<file path="config.mk">
export PLATFORM = sky130hd
export DESIGN_NAME = antialiased_line_pixel_generator_unit
export DESIGN_NICKNAME = d
export VERILOG_FILES = /design/src/sv/alpg_pkg.sv /design/src/sv/alpg_ctrl.sv /design/src/sv/alpg_dp.sv /design/src/sv/antialiased_line_pixel_generator_unit.sv
export SDC_FILE = /design/constraint.sdc
export NUM_CORES = 2
export LEC_CHECK = 0
export ABC_AREA = 1
export BUFFER_PORTS_ARGS = -buffer_cell sky130_fd_sc_hd__buf_4
export CELL_PAD_IN_SITES_DETAIL_PLACEMENT = 1
export CELL_PAD_IN_SITES_GLOBAL_PLACEMENT = 2
export CORE_MARGIN = 2
export CORE_UTILIZATION = 43
export DETAILED_ROUTE_END_ITERATION = 8
export PLACE_DENSITY_LB_ADDON = 0.1
export SLEW_MARGIN = 20
export SYNTH_ARGS = -nofsm -noshare
export SYNTH_HDL_FRONTEND = slang
export SYNTH_SLANG_ARGS = --single-unit
</file>
<file path="constraint.sdc">
create_clock -name aclk -period 24.7 [get_ports aclk]
set_input_delay 2.47 -clock aclk [delete_from_list [all_inputs] [get_ports aclk]]
set_output_delay 2.47 -clock aclk [all_outputs]
set_load 0.01 [all_outputs]
</file>
<file path="src/sv/alpg_pkg.sv">
`timescale 1ns / 1ps
// ----------------------------------------------------------------------------
// alpg_pkg
// Shared types and constants for the anti-aliased line pixel generator.
// ----------------------------------------------------------------------------
package alpg_pkg;

    localparam int GRID_BITS   = 16;
    localparam int BRIGHT_BITS = 8;
    localparam int SFRAC       = 16;
    localparam int COORD_W     = 24;
    localparam int DIV_STEPS   = 17;

    localparam logic CMD_LOAD    = 1'b0;
    localparam logic CMD_ADVANCE = 1'b1;

    typedef enum logic [1:0] {
        REG_ORIGIN_X = 2'd0,
        REG_ORIGIN_Y = 2'd1,
        REG_INV_GRID = 2'd2
    } cfg_reg_t;

    typedef enum logic [2:0] {
        ST_IDLE,
        ST_MUL,
        ST_SWAP,
        ST_ORDER,
        ST_DIV,
        ST_ENDPT,
        ST_FIRST
    } state_t;

    typedef struct packed {
        logic       load_en;
        logic       adv_en;
        logic       mul_en;
        logic [1:0] mul_idx;
        logic       swap_en;
        logic       order_en;
        logic       div_en;
        logic       endpt_en;
        logic       first_en;
    } dp_cmd_t;

    typedef struct packed {
        logic out_free;
        logic div_last;
    } dp_stat_t;

endpackage

</file>
<file path="src/sv/alpg_ctrl.sv">
`timescale 1ns / 1ps
// ----------------------------------------------------------------------------
// alpg_ctrl
// Sequencer: input handshake, segment setup steps and first-pair issue.
// ----------------------------------------------------------------------------
module alpg_ctrl (
    input  logic               aclk,
    input  logic               aresetn,
    input  logic               s_valid,
    output logic               s_ready,
    input  logic               s_cmd,
    input  alpg_pkg::dp_stat_t stat,
    output alpg_pkg::dp_cmd_t  cmd
);
    import alpg_pkg::*;

    state_t     state_reg, state_next;
    logic [1:0] mcnt_reg, mcnt_next;
    logic       take;

    assign s_ready = (state_reg == ST_IDLE) && stat.out_free;
    assign take    = s_valid && s_ready;

    always_ff @(posedge aclk) begin
        if (!aresetn) begin
            state_reg <= ST_IDLE;
            mcnt_reg  <= '0;
        end else begin
            state_reg <= state_next;
            mcnt_reg  <= mcnt_next;
        end
    end

    always_comb begin
        state_next = state_reg;
        mcnt_next  = mcnt_reg;
        case (state_reg)
            ST_IDLE: begin
                mcnt_next = '0;
                if (take && (s_cmd == CMD_LOAD)) begin
                    state_next = ST_MUL;
                end
            end
            ST_MUL: begin
                mcnt_next = mcnt_reg + 2'd1;
                if (mcnt_reg == 2'd3) begin
                    state_next = ST_SWAP;
                end
            end
            ST_SWAP:  state_next = ST_ORDER;
            ST_ORDER: state_next = ST_DIV;
            ST_DIV: begin
                if (stat.div_last) begin
                    state_next = ST_ENDPT;
                end
            end
            ST_ENDPT: state_next = ST_FIRST;
            ST_FIRST: begin
                if (stat.out_free) begin
                    state_next = ST_IDLE;
                end
            end
            default: state_next = ST_IDLE;
        endcase
    end

    always_comb begin
        cmd         = '0;
        cmd.mul_idx = mcnt_reg;
        case (state_reg)
            ST_IDLE: begin
                cmd.load_en = take && (s_cmd == CMD_LOAD);
                cmd.adv_en  = take && (s_cmd == CMD_ADVANCE);
            end
            ST_MUL:   cmd.mul_en   = 1'b1;
            ST_SWAP:  cmd.swap_en  = 1'b1;
            ST_ORDER: cmd.order_en = 1'b1;
            ST_DIV:   cmd.div_en   = 1'b1;
            ST_ENDPT: cmd.endpt_en = 1'b1;
            ST_FIRST: cmd.first_en = stat.out_free;
            default:  cmd          = '0;
        endcase
    end

`ifndef NO_ASSERTIONS
    a_ready_idle: assert property (@(posedge aclk) disable iff (!aresetn)
        s_ready |-> (state_reg == ST_IDLE))
        else $error("ready outside idle");
    a_first_exit: assert property (@(posedge aclk) disable iff (!aresetn)
        (state_reg == ST_FIRST && stat.out_free) |=> (state_reg == ST_IDLE))
        else $error("first pair not retired");
    a_mul_count: assert property (@(posedge aclk) disable iff (!aresetn)
        (state_reg == ST_SWAP) |-> ($past(state_reg) == ST_MUL && $past(mcnt_reg) == 2'd3))
        else $error("grid mapping skipped");
`endif

endmodule

</file>
<file path="src/sv/alpg_dp.sv">
`timescale 1ns / 1ps
// ----------------------------------------------------------------------------
// alpg_dp
// Datapath: grid mapping, setup, gradient divider, endpoints, column stepping.
// ----------------------------------------------------------------------------
module alpg_dp (
    input  logic                aclk,
    input  logic                aresetn,
    input  logic                cfg_we,
    input  logic [1:0]          cfg_index,
    input  logic [23:0]         cfg_wdata,
    input  logic signed [23:0]  s_start_x,
    input  logic signed [23:0]  s_start_y,
    input  logic signed [23:0]  s_end_x,
    input  logic signed [23:0]  s_end_y,
    input  alpg_pkg::dp_cmd_t   cmd,
    output alpg_pkg::dp_stat_t  stat,
    output logic                m_valid,
    input  logic                m_ready,
    output logic [15:0]         m_pix_a_x,
    output logic [15:0]         m_pix_a_y,
    output logic [8:0]          m_bright_a,
    output logic [15:0]         m_pix_b_x,
    output logic [15:0]         m_pix_b_y,
    output logic [8:0]          m_bright_b,
    output logic                m_last
);
    import alpg_pkg::*;

    typedef struct packed {
        logic [16:0]        col;
        logic signed [33:0] yq;
        logic [8:0]         gap_first;
        logic [8:0]         gap_last;
    } ep_t;

    function automatic ep_t endpoint_f(input logic [23:0] xm, input logic [23:0] ym,
                                       input logic signed [17:0] slp);
        logic [24:0]        xs;
        logic signed [25:0] dd;
        logic signed [8:0]  d;
        logic signed [26:0] pr;
        ep_t                r;
        xs = {1'b0, xm} + 25'd128;
        dd = $signed({1'b0, xs[24:8], 8'b0}) - $signed({2'b0, xm});
        d  = dd[8:0];
        pr = slp * d;
        r.col       = xs[24:8];
        r.yq        = $signed({2'b0, ym, 8'b0}) + 34'(pr >>> BRIGHT_BITS);
        r.gap_first = 9'd256 - {1'b0, xs[7:0]};
        r.gap_last  = {1'b0, xs[7:0]};
        return r;
    endfunction

    function automatic logic [15:0] clampg(input logic signed [20:0] v);
        if (v < 0) begin
            return 16'd0;
        end else if (v > 21'sd65535) begin
            return 16'hFFFF;
        end
        return v[15:0];
    endfunction

    function automatic logic [8:0] bmul(input logic [8:0] a, input logic [8:0] b);
        logic [17:0] p;
        p = {9'b0, a} * {9'b0, b};
        return p[16:8];
    endfunction

    // configuration
    logic signed [23:0] origin_x_reg, origin_y_reg;
    logic [23:0]        inv_grid_reg;

    always_ff @(posedge aclk) begin
        if (!aresetn) begin
            origin_x_reg <= '0;
            origin_y_reg <= '0;
            inv_grid_reg <= 24'd65536;
        end else if (cfg_we) begin
            case (cfg_index)
                REG_ORIGIN_X: origin_x_reg <= cfg_wdata;
                REG_ORIGIN_Y: origin_y_reg <= cfg_wdata;
                REG_INV_GRID: inv_grid_reg <= cfg_wdata;
                default: ;
            endcase
        end
    end

    // grid mapping, one coordinate per cycle
    logic signed [23:0] pt_reg [4];
    logic [23:0]        g_reg  [4];
    logic signed [23:0] mul_p, mul_o;
    logic signed [24:0] mul_d;
    logic [47:0]        mul_prod;
    logic [23:0]        mul_g;

    assign mul_p    = pt_reg[cmd.mul_idx];
    assign mul_o    = cmd.mul_idx[0] ? origin_y_reg : origin_x_reg;
    assign mul_d    = {mul_p[23], mul_p} - {mul_o[23], mul_o};
    assign mul_prod = {24'b0, mul_d[23:0]} * {24'b0, inv_grid_reg};

    always_comb begin
        if (mul_d <= 0) begin
            mul_g = '0;
        end else if (|mul_prod[47:40]) begin
            mul_g = '1;
        end else begin
            mul_g = mul_prod[39:16];
        end
    end

    always_ff @(posedge aclk) begin
        if (cmd.load_en) begin
            pt_reg[0] <= s_start_x;
            pt_reg[1] <= s_start_y;
            pt_reg[2] <= s_end_x;
            pt_reg[3] <= s_end_y;
        end
        if (cmd.mul_en) begin
            g_reg[cmd.mul_idx] <= mul_g;
        end
    end

    // axis selection and ordering
    logic [23:0] a1_reg, b1_reg, a2_reg, b2_reg;
    logic        steep_reg;
    logic [23:0] sw_adx, sw_ady;
    logic        sw_steep;
    logic        ord_swap;
    logic [23:0] o_a1, o_b1, o_a2, o_b2, o_dx, o_ady;
    logic signed [24:0] o_dy;

    assign sw_adx   = (g_reg[2] > g_reg[0]) ? g_reg[2] - g_reg[0] : g_reg[0] - g_reg[2];
    assign sw_ady   = (g_reg[3] > g_reg[1]) ? g_reg[3] - g_reg[1] : g_reg[1] - g_reg[3];
    assign sw_steep = sw_ady > sw_adx;

    assign ord_swap = a1_reg > a2_reg;
    assign o_a1     = ord_swap ? a2_reg : a1_reg;
    assign o_b1     = ord_swap ? b2_reg : b1_reg;
    assign o_a2     = ord_swap ? a1_reg : a2_reg;
    assign o_b2     = ord_swap ? b1_reg : b2_reg;
    assign o_dx     = o_a2 - o_a1;
    assign o_dy     = $signed({1'b0, o_b2}) - $signed({1'b0, o_b1});
    assign o_ady    = o_dy[24] ? 24'(-o_dy) : o_dy[23:0];

    // gradient divider, one quotient bit per cycle
    logic [23:0]        dx_reg;
    logic               neg_reg;
    logic [24:0]        rem_reg;
    logic [16:0]        q_reg;
    logic [4:0]         div_cnt_reg;
    logic signed [17:0] slope_reg;
    logic [24:0]        dv_trial;
    logic               dv_ge;
    logic [16:0]        dv_q;

    assign dv_trial = (div_cnt_reg == 5'(DIV_STEPS - 1)) ? rem_reg : {rem_reg[23:0], 1'b0};
    assign dv_ge    = dv_trial >= {1'b0, dx_reg};
    assign dv_q     = {q_reg[15:0], dv_ge};

    always_ff @(posedge aclk) begin
        if (cmd.swap_en) begin
            steep_reg <= sw_steep;
            a1_reg    <= sw_steep ? g_reg[1] : g_reg[0];
            b1_reg    <= sw_steep ? g_reg[0] : g_reg[1];
            a2_reg    <= sw_steep ? g_reg[3] : g_reg[2];
            b2_reg    <= sw_steep ? g_reg[2] : g_reg[3];
        end
        if (cmd.order_en) begin
            a1_reg      <= o_a1;
            b1_reg      <= o_b1;
            a2_reg      <= o_a2;
            b2_reg      <= o_b2;
            dx_reg      <= o_dx;
            neg_reg     <= o_dy[24];
            rem_reg     <= {1'b0, o_ady};
            q_reg       <= '0;
            div_cnt_reg <= 5'(DIV_STEPS - 1);
        end
        if (cmd.div_en) begin
            rem_reg     <= dv_ge ? dv_trial - {1'b0, dx_reg} : dv_trial;
            q_reg       <= dv_q;
            div_cnt_reg <= div_cnt_reg - 5'd1;
            if (div_cnt_reg == 5'd0) begin
                if (dx_reg == '0) begin
                    slope_reg <= 18'sd65536;
                end else if (neg_reg) begin
                    slope_reg <= -$signed({1'b0, dv_q});
                end else begin
                    slope_reg <= $signed({1'b0, dv_q});
                end
            end
        end
    end

    assign stat.div_last = (div_cnt_reg == 5'd0);

    // endpoints
    ep_t                ep1, ep2;
    logic [16:0]        c1_reg, c2_reg;
    logic signed [33:0] yq1_reg, yq2_reg;
    logic [8:0]         g1_reg, g2_reg;

    assign ep1 = endpoint_f(a1_reg, b1_reg, slope_reg);
    assign ep2 = endpoint_f(a2_reg, b2_reg, slope_reg);

    always_ff @(posedge aclk) begin
        if (cmd.endpt_en) begin
            c1_reg  <= ep1.col;
            c2_reg  <= ep2.col;
            yq1_reg <= ep1.yq;
            yq2_reg <= ep2.yq;
            g1_reg  <= ep1.gap_first;
            g2_reg  <= ep2.gap_last;
        end
    end

    // column stepping state
    logic               active_reg, end_pending_reg;
    logic [17:0]        column_reg;
    logic [16:0]        stop_reg;
    logic signed [35:0] inter_reg;
    logic [16:0]        end_major_reg;
    logic signed [17:0] end_minor_reg;
    logic [8:0]         end_lo_reg, end_hi_reg;
    logic [8:0]         fy1, fy2, fyi;
    logic [17:0]        col_n;
    logic               last_end, last_int;

    assign fy1      = {1'b0, yq1_reg[15:8]};
    assign fy2      = {1'b0, yq2_reg[15:8]};
    assign fyi      = {1'b0, inter_reg[15:8]};
    assign col_n    = column_reg + 18'd1;
    assign last_end = col_n >= {1'b0, stop_reg};
    assign last_int = ({1'b0, col_n} + 19'd1) >= {2'b0, stop_reg};

    // result register
    logic               m_valid_reg;
    logic [15:0]        pax_reg, pay_reg, pbx_reg, pby_reg;
    logic [8:0]         ba_reg, bb_reg;
    logic               last_reg;
    logic               fire;
    logic signed [20:0] e_major, e_minor, e_minor1;
    logic [8:0]         e_ba, e_bb;
    logic               e_last;
    logic [15:0]        e_c, e_ra, e_rb;

    assign stat.out_free = !m_valid_reg || m_ready;
    assign fire          = cmd.first_en || (cmd.adv_en && active_reg);

    always_comb begin
        if (cmd.first_en) begin
            e_major = $signed({4'b0, c1_reg});
            e_minor = 21'($signed(yq1_reg[33:16]));
            e_ba    = bmul(9'd256 - fy1, g1_reg);
            e_bb    = bmul(fy1, g1_reg);
            e_last  = 1'b0;
        end else if (end_pending_reg) begin
            e_major = $signed({4'b0, end_major_reg});
            e_minor = 21'(end_minor_reg);
            e_ba    = end_lo_reg;
            e_bb    = end_hi_reg;
            e_last  = last_end;
        end else begin
            e_major = $signed({3'b0, col_n});
            e_minor = 21'($signed(inter_reg[35:16]));
            e_ba    = 9'd256 - fyi;
            e_bb    = fyi;
            e_last  = last_int;
        end
    end

    assign e_minor1 = e_minor + 21'sd1;
    assign e_c      = clampg(e_major);
    assign e_ra     = clampg(e_minor);
    assign e_rb     = clampg(e_minor1);

    always_ff @(posedge aclk) begin
        if (!aresetn) begin
            active_reg      <= 1'b0;
            end_pending_reg <= 1'b0;
            m_valid_reg     <= 1'b0;
        end else begin
            if (fire) begin
                m_valid_reg <= 1'b1;
            end else if (m_ready) begin
                m_valid_reg <= 1'b0;
            end
            if (cmd.first_en) begin
                active_reg      <= 1'b1;
                end_pending_reg <= 1'b1;
            end else if (cmd.adv_en && active_reg) begin
                end_pending_reg <= 1'b0;
                if (e_last) begin
                    active_reg <= 1'b0;
                end
            end
        end
    end

    always_ff @(posedge aclk) begin
        if (cmd.first_en) begin
            column_reg    <= {1'b0, c1_reg};
            stop_reg      <= c2_reg;
            inter_reg     <= 36'(yq1_reg) + 36'(slope_reg);
            end_major_reg <= c2_reg;
            end_minor_reg <= yq2_reg[33:16];
            end_lo_reg    <= bmul(9'd256 - fy2, g2_reg);
            end_hi_reg    <= bmul(fy2, g2_reg);
        end else if (cmd.adv_en && active_reg && !end_pending_reg) begin
            column_reg <= col_n;
            inter_reg  <= inter_reg + 36'(slope_reg);
        end
        if (fire) begin
            pax_reg  <= steep_reg ? e_ra : e_c;
            pay_reg  <= steep_reg ? e_c : e_ra;
            pbx_reg  <= steep_reg ? e_rb : e_c;
            pby_reg  <= steep_reg ? e_c : e_rb;
            ba_reg   <= e_ba;
            bb_reg   <= e_bb;
            last_reg <= e_last;
        end
    end

    assign m_valid    = m_valid_reg;
    assign m_pix_a_x  = pax_reg;
    assign m_pix_a_y  = pay_reg;
    assign m_bright_a = ba_reg;
    assign m_pix_b_x  = pbx_reg;
    assign m_pix_b_y  = pby_reg;
    assign m_bright_b = bb_reg;
    assign m_last     = last_reg;

`ifndef NO_ASSERTIONS
    a_pending_active: assert property (@(posedge aclk) disable iff (!aresetn)
        end_pending_reg |-> active_reg)
        else $error("endpoint pending without segment");
    a_first_room: assert property (@(posedge aclk) disable iff (!aresetn)
        cmd.first_en |-> (!m_valid_reg || m_ready))
        else $error("result overwritten");
    a_bright_range: assert property (@(posedge aclk) disable iff (!aresetn)
        m_valid_reg |-> (ba_reg <= 9'd256 && bb_reg <= 9'd256))
        else $error("coverage out of range");
`endif

endmodule

</file>
<file path="src/sv/antialiased_line_pixel_generator_unit.sv">
`timescale 1ns / 1ps
// ----------------------------------------------------------------------------
// antialiased_line_pixel_generator_unit
// Anti-aliased (Wu) line pixel-pair generator with world-to-grid mapping.
// ----------------------------------------------------------------------------
// A load transaction runs the setup steps in order once it is accepted: the
// four endpoint coordinates are mapped through one shared multiplier, the axis
// is picked and the endpoints are ordered, the restoring gradient divider runs
// one quotient bit at a time, then the endpoints are formed and the first pair
// is issued once the result side is free. No transaction is accepted during
// that time. An advance transaction is answered at the next edge, so
// advances run at one per cycle while the result side keeps taking them.
// ----------------------------------------------------------------------------
module antialiased_line_pixel_generator_unit (
    input  logic               aclk,
    input  logic               aresetn,
    input  logic               cfg_we,
    input  logic [1:0]         cfg_index,
    input  logic [23:0]        cfg_wdata,
    input  logic               s_valid,
    output logic               s_ready,
    input  logic               s_cmd,
    input  logic signed [23:0] s_start_x,
    input  logic signed [23:0] s_start_y,
    input  logic signed [23:0] s_end_x,
    input  logic signed [23:0] s_end_y,
    output logic               m_valid,
    input  logic               m_ready,
    output logic [15:0]        m_pix_a_x,
    output logic [15:0]        m_pix_a_y,
    output logic [8:0]         m_bright_a,
    output logic [15:0]        m_pix_b_x,
    output logic [15:0]        m_pix_b_y,
    output logic [8:0]         m_bright_b,
    output logic               m_last
);
    import alpg_pkg::*;

    dp_cmd_t  cmd;
    dp_stat_t stat;

    alpg_ctrl u_ctrl (
        .aclk    (aclk),
        .aresetn (aresetn),
        .s_valid (s_valid),
        .s_ready (s_ready),
        .s_cmd   (s_cmd),
        .stat    (stat),
        .cmd     (cmd)
    );

    alpg_dp u_dp (
        .aclk       (aclk),
        .aresetn    (aresetn),
        .cfg_we     (cfg_we),
        .cfg_index  (cfg_index),
        .cfg_wdata  (cfg_wdata),
        .s_start_x  (s_start_x),
        .s_start_y  (s_start_y),
        .s_end_x    (s_end_x),
        .s_end_y    (s_end_y),
        .cmd        (cmd),
        .stat       (stat),
        .m_valid    (m_valid),
        .m_ready    (m_ready),
        .m_pix_a_x  (m_pix_a_x),
        .m_pix_a_y  (m_pix_a_y),
        .m_bright_a (m_bright_a),
        .m_pix_b_x  (m_pix_b_x),
        .m_pix_b_y  (m_pix_b_y),
        .m_bright_b (m_bright_b),
        .m_last     (m_last)
    );

endmodule
</file>
**After elaboration in Yosys (flattened, before gate mapping)**

Memory sizes are Yosys's and may differ from the RTL's.
Cells that the tools add are included.

- Multipliers: 7
- Eq/ne operators: 14
- Magnitude comparators: 14
- Add/sub/neg operators: 27
- Bitwise operators: 2
- Multiplexer cells: 89
- Reductions and logical operators: 30

Operator list:

| cell | number |
|---|---|
| 24-bit two-way mux | 22 |
| 16-bit two-way mux | 15 |
| 24-bit subtractor | 5 |
| 25-bit two-way mux | 4 |
| 24-bit > comparator | 4 |
| 36-bit two-way mux | 2 |
| 33-bit by 19-bit adder with 34-bit output | 2 |
| 18-bit by 9-bit multiplier with 27-bit output | 2 |
| 17-bit two-way mux | 3 |
| 24-bit by 8-bit adder with 25-bit output, second input constant | 2 |
| 24-bit by 24-bit subtractor with 25-bit output | 2 |
| 24-bit by 24-bit multiplier with 48-bit output | 1 |
| 21-bit by 17-bit > comparator with 1-bit output, second input constant | 2 |
| 21-bit by 1-bit < comparator with 1-bit output, second input constant | 2 |
| 21-bit two-way mux | 2 |
| 36-bit by 18-bit adder with 36-bit output | 1 |
| 18-bit two-way mux | 2 |
| 9-bit two-way mux | 4 |
| 9-bit by 8-bit subtractor with 9-bit output, first input constant | 4 |
| 34-bit by 18-bit adder with 35-bit output | 1 |
| 25-bit by 24-bit >= comparator with 1-bit output | 1 |
| 25-bit by 1-bit less-or-equal comparator with 1-bit output, second input constant | 1 |
| 1-bit two-way mux | 25 |
| 25-bit by 24-bit subtractor with 25-bit output | 1 |
| 43 further kinds | 73 |

- Output and inout bits: 85
- Memories kept: 2
- Logic and storage cells: 225
- Bits in writable memories: 192
- Input port bits: 128
- Register bits: 575

Memories:

| memory | depth | bits a word | read ports | clocked after Yosys merged registers in | write ports | RTL line | text |
|---|---|---|---|---|---|---|---|
| u_dp.g_reg | 4 | 24 | 4 | 0 | 1 | alpg_dp.sv:91 | `logic [23:0] g_reg [4];` |
| u_dp.pt_reg | 4 | 24 | 1 | 0 | 4 | alpg_dp.sv:90 | `logic signed [23:0] pt_reg [4];` |

**Longest topological paths before layout**

- Word-level depth: 10
- Gate-level depth with buffers: 53
- Mapped depth without buffers: 50

**By module**

A second synthesis with hierarchy kept.

- Cells, all modules: 10807
- Area, all modules: 88050.7 um^2

Modules (own cells, without submodules):

| module | area each (um^2) | cells an instance | sequential area each (um^2) | instances |
|---|---|---|---|---|
| alpg_dp | 87636.6 | 10745 | 21851.0 | 1 |
| alpg_ctrl | 414.1 | 62 | 100.1 | 1 |

**Least setup slack after synthesis**

No wires, ideal clock.

- Path kind: reg2reg
- Start point: register u_ctrl.state_reg[1]
- End point: memory u_dp.g_reg[0][10], data pin
- Period minus slack after synthesis: 10346 ps
- Buffers on the path: 3
- Setup time: 263 ps
- Data required time: 24437 ps
- Stages on the path, launching flop included: 50
- Path slack: 14354 ps
- Arrival: 10084 ps
- Path through: dfxtp_1 buf_2 nand3_1 nand2_1 nand2_1 clkinv_1 a221oi_1 ha_1 inv_1 fa_1 nand2_1 o21ai_1 a21oi_1 inv_1 a21oi_1 inv_1 a21oi_1 inv_1 (+14 left out) inv_1 fa_1 inv_1 ha_1 nand2_1 nor2_1 inv_1 nor4_1 nand4_1 nand3_1 a31oi_1 xor2_1 nand3b_1 nor3_1 nand2_1 clkbuf_1 o21ai_0 inv_1

- Cells in the longest elaborated chain, start to end: 9
- Elaborated cells between the ends (all ways): 17
- Classes of those cells: add/sub: 1; mul: 1; order compare: 1; eq/ne: 6; mux: 4; reduce/logical: 3; memory: 1

RTL lines:

| element | RTL line | text |
|---|---|---|
| start, declared | alpg_ctrl.sv:17 | `state_t state_reg, state_next;` |
| start signal, assigned | alpg_ctrl.sv:29 | `state_reg <= state_next;` |
| 3-bit by 1-bit equality test with 1-bit output (tied with other cells) | alpg_ctrl.sv:70 | `case (state_reg)` |
| 7-bit OR reduction (no source line) * | -- |  |
| 2-bit two-way mux * | alpg_ctrl.sv:70 |  |
| memory read 4 x 24 bit or 24-bit two-way mux (tied branches) | -- |  |
| 24-bit by 24-bit subtractor with 25-bit output * | alpg_dp.sv:99 | `assign mul_d = {mul_p[23], mul_p} - {mul_o[23], mul_o};` |
| 24-bit by 24-bit multiplier with 48-bit output | alpg_dp.sv:100 | `assign mul_prod = {24'b0, mul_d[23:0]} * {24'b0, inv_grid_reg};` |
| 8-bit OR reduction | alpg_dp.sv:105 | `end else if (\|mul_prod[47:40]) begin` |
| 24-bit two-way mux | alpg_dp.sv:105 |  |
| 24-bit two-way mux * | alpg_dp.sv:103 | `if (mul_d <= 0) begin` |
| net u_dp.mul_g[10] | alpg_dp.sv:95 | `logic [23:0] mul_g;` |
| end, declared | alpg_dp.sv:91 |  |

The timed path passes the listed nets; every way through them passes the cells marked *.

**Worst setup path in the final report**

- Start point: register u_ctrl.state_reg[2]
- End point: memory u_dp.g_reg[2][3], data pin

Same word-level chain as after synthesis.

==> metrics.md <==
| Metric | Value |
|---|---|
| Status | completed |
| Crit-path max cell delay | about 0.94 ns |
| Maxcap violations | 0 |
| Die span in y | 455 µm |
| Worst Skew | between 0.04 and 0.05 ns |
| Antenna Nets Post-Route | 0 |
| Slew at the pin closest to its max-slew limit | 1.21 ns |
| First-pass GRT wire length | 498000 µm |
| Grt total ovfl | 0 |
| Ys flop type | edfxtp_1 |
| Initial antenna violation count | 9 |
| Critical path origin | u_ctrl.state_reg[2]$_SDFFE_PN0P_ |
| Share of post-route cells with drive strength above 1 | 0.0583 |
| Final core utilization | 0.470 |
| RSZ-0062 raised after global routing | no |
| Hpwl dp | 269000 µm |
| Worst setup path class | reg -> reg |
| Hold Path Origin | u_dp.c2_reg[11]$_DFFE_PP_ |
| Slew Viols, Final | 0 |
| TritonCTS clock tree | done |
| Synth Area in Compound Gates | 0.114 |
| Vias per Instance | about 5.5 |
| H-Tree Level Count | 3 |
| Worst min path class | reg -> reg |
| Worst Path Required | between 20 and 30 ns |
| GRT Total Usage | 0.315 |
| Slowest CP cell | clkinv_1 |
| Die W | 455 µm |
| XOR/XNOR Fraction of Synth Area | 0.0360 |
| Sequential share of the synthesized area | 0.250 |
| DR vias | 74700 |
| Mapped cell area | 87600 µm² |
| EDFF count, synth | 677 |
| Synthesized net count | 12500 |
| Area occupied by multi-input gates | 56800 µm² |
| Syn Area/Cell | 8.17 µm² |
| Vias in the first global route | 79600 |
| Crit end category | flop |
| # IOs | 213 |
| Met1 Track Usage GR | 0.424 |
| Critical Path AT | about 14 ns |
| Number of DRC markers in iteration 0 | 4962 |
| Library cells used by synthesis | 83 |
| Synth Area in Simple Gates | 0.173 |
| Routed len/inst | 24.2 µm |
| Post-Route WL | 328000 µm |
| # rows | 165 |
| Worst R2R Path Depth | 43 |
| Clock Tree Buf Depth | 3 |
| Hold Slack | 0.408 ns |
| Largest net degree at the start of global routing | 115 |
| Register bit total from synthesis | 758 |
| P&R area growth vs syn | 8.50% |
| Share of the synthesized area in the top cell type | 0.232 |
| Yosys warnings | 0 |
| Cells after Synth | between 10000 and 15000 |
| Busiest grt layer | met2 |
| Final Net Count | 12600 |
| FFs w/ async S/R, synth | 0 |
| Sequential Area | around 22000 µm² |
| CORE AREA | 202000 µm² |
| Final-layout fill cell count | 24400 |
| Met2 GRT Util | 0.530 |
| Initial Utilization | 0.433 |
| Total CTS buffers | 92 |
| PortBufs | between 200 and 250 |
| Dominant cell type by area after synthesis | edfxtp_1 |
| Critical path's most frequent cell | inv_1 |
| RR Startpoint | u_ctrl.state_reg[2]$_SDFFE_PN0P_ |
| Post-CTS Setup Bufs | 0 |
| Combinational family with the most area after synthesis | adder cells |
| Worst setup SP type | flop |
| Worst-path clk slew | 0.06 ns |
| Root Driver | clkbuf_16 |
| Worst skew pair latency | between 0.7 and 0.8 ns |
| Placer Congestion | 0.919 |
| # DRC | 0 |
| Critical Path Fanout Max | 26 |
| Mux contribution to synthesized area | 0.00483 |
| Final Hold Vio Count | 0 |
| Relative slew margins | 0.193 |
| Die area | 207000 µm² |
| Min Tclk post-route | about 14 ns |
| Setup Viol. Count Final | 0 |
| Adder-cell share of the synthesized area | 0.319 |
| Top cells by count, synth | nand2_1 (2066), inv_1 (1986), nor2_1 (1079) |
| Max Clk Rate | between 70 and 80 MHz |
| Drt pass-1 iters | 7 |
| Total negative setup slack | 0 ns |
| Period Utilization, post-route | 0.559 |
| Hold depth | 0 |
| GR Layer Usage met3 | 0.0298 |
| Hold Buf Count CTS | 0 |
| Most common cell in the synthesized netlist | nand2_1 |
| Top post-synthesis cells by area | edfxtp_1 (23%), fa_1 (21%), ha_1 (11%) |
| TritonCTS Sinks | between 700 and 800 |
| Post-CTS resize count | 0 |
through the flow:
stage	area, µm²	setup WS [ns]	std cells
3_5_place_dp	92000	11.24	13400
3_3_place_gp	92000	11.69	13400
4_1_cts	95000	11.18	13500
6_report	95100	10.89	13500
2_1_floorplan	87600	14.35	10700
5_1_grt	95100	10.12	13500
path summary, 6_finish.rpt:
path | to | slack (ns)
max | u_dp.g_reg[2][3]$_DFFE_PP_ | 10.89
max reg2reg | u_dp.g_reg[2][3]$_DFFE_PP_ | 10.89
min reg2reg | u_dp.stop_reg[11]$_DFFE_PP_ | 0.41
min | u_dp.stop_reg[11]$_DFFE_PP_ | 0.41
layout make-up:
class / count / share of cell area
Antenna cell: 4 / 0.000105
Sequential cell: 758 / 0.231
Clock buffer: 105 / 0.0247
Inverter: 2023 / 0.0799
Clock inverter: 65 / 0.00746
Timing Repair Buffer: 303 / 0.0243
Tap cell: 2672 / 0.0352
Multi-Input combinational cell: 7616 / 0.597
metal layers:
metal / wire length [µm] / vias to the layer above
met5: 13 / -
met4: 12200 / 2
met3: 14200 / 418
met2: 156000 / 1680
met1: 145000 / 38200
li1: - / 34400
cell families after synthesis:
kind of cell	count (synthesis)
compound gates	1811
mux	42
fa+ha+maj	1685
buf+inv	2352
flops	758
xor+xnor	360
simple gates	3718
placed cells by master, fill, tap and decap left out, types with 20 or more instances in the layout:
master,n
a211oi_1,21
clkinv_1,38
o21a_1,21
xor2_1,242
or2_2,48
o21ai_1,79
nor4_1,24
nor2_1,1071
fa_1,920
o21ai_0,664
xnor2_1,114
a31oi_1,85
nor3_1,90
nand4_1,74
dfxtp_1,80
inv_1,1984
o211ai_1,27
nand3_1,238
a21oi_1,711
buf_4,301
nand2_2,33
o221ai_1,20
clkbuf_16,92
o22ai_1,21
ha_1,765
a21o_1,29
edfxtp_1,677
nand2_1,2062
a22oi_1,27
mux2i_1,40
worst max-delay path, delay by kind of cell (launching register included):
kind	cells	cell delay [ns]
and+or+nand+nor	8	2.19
AOI/OAI and AO/OA	11	3.05
DFF	1	0.39
buffers and inverters	13	2.62
xor gates and xnor gates	2	0.91
adders and majority gates	9	4.33
Power is left out: the tool's default activity adds up to more than one toggle a clock period on the data nets, which glitch-free logic cannot reach.
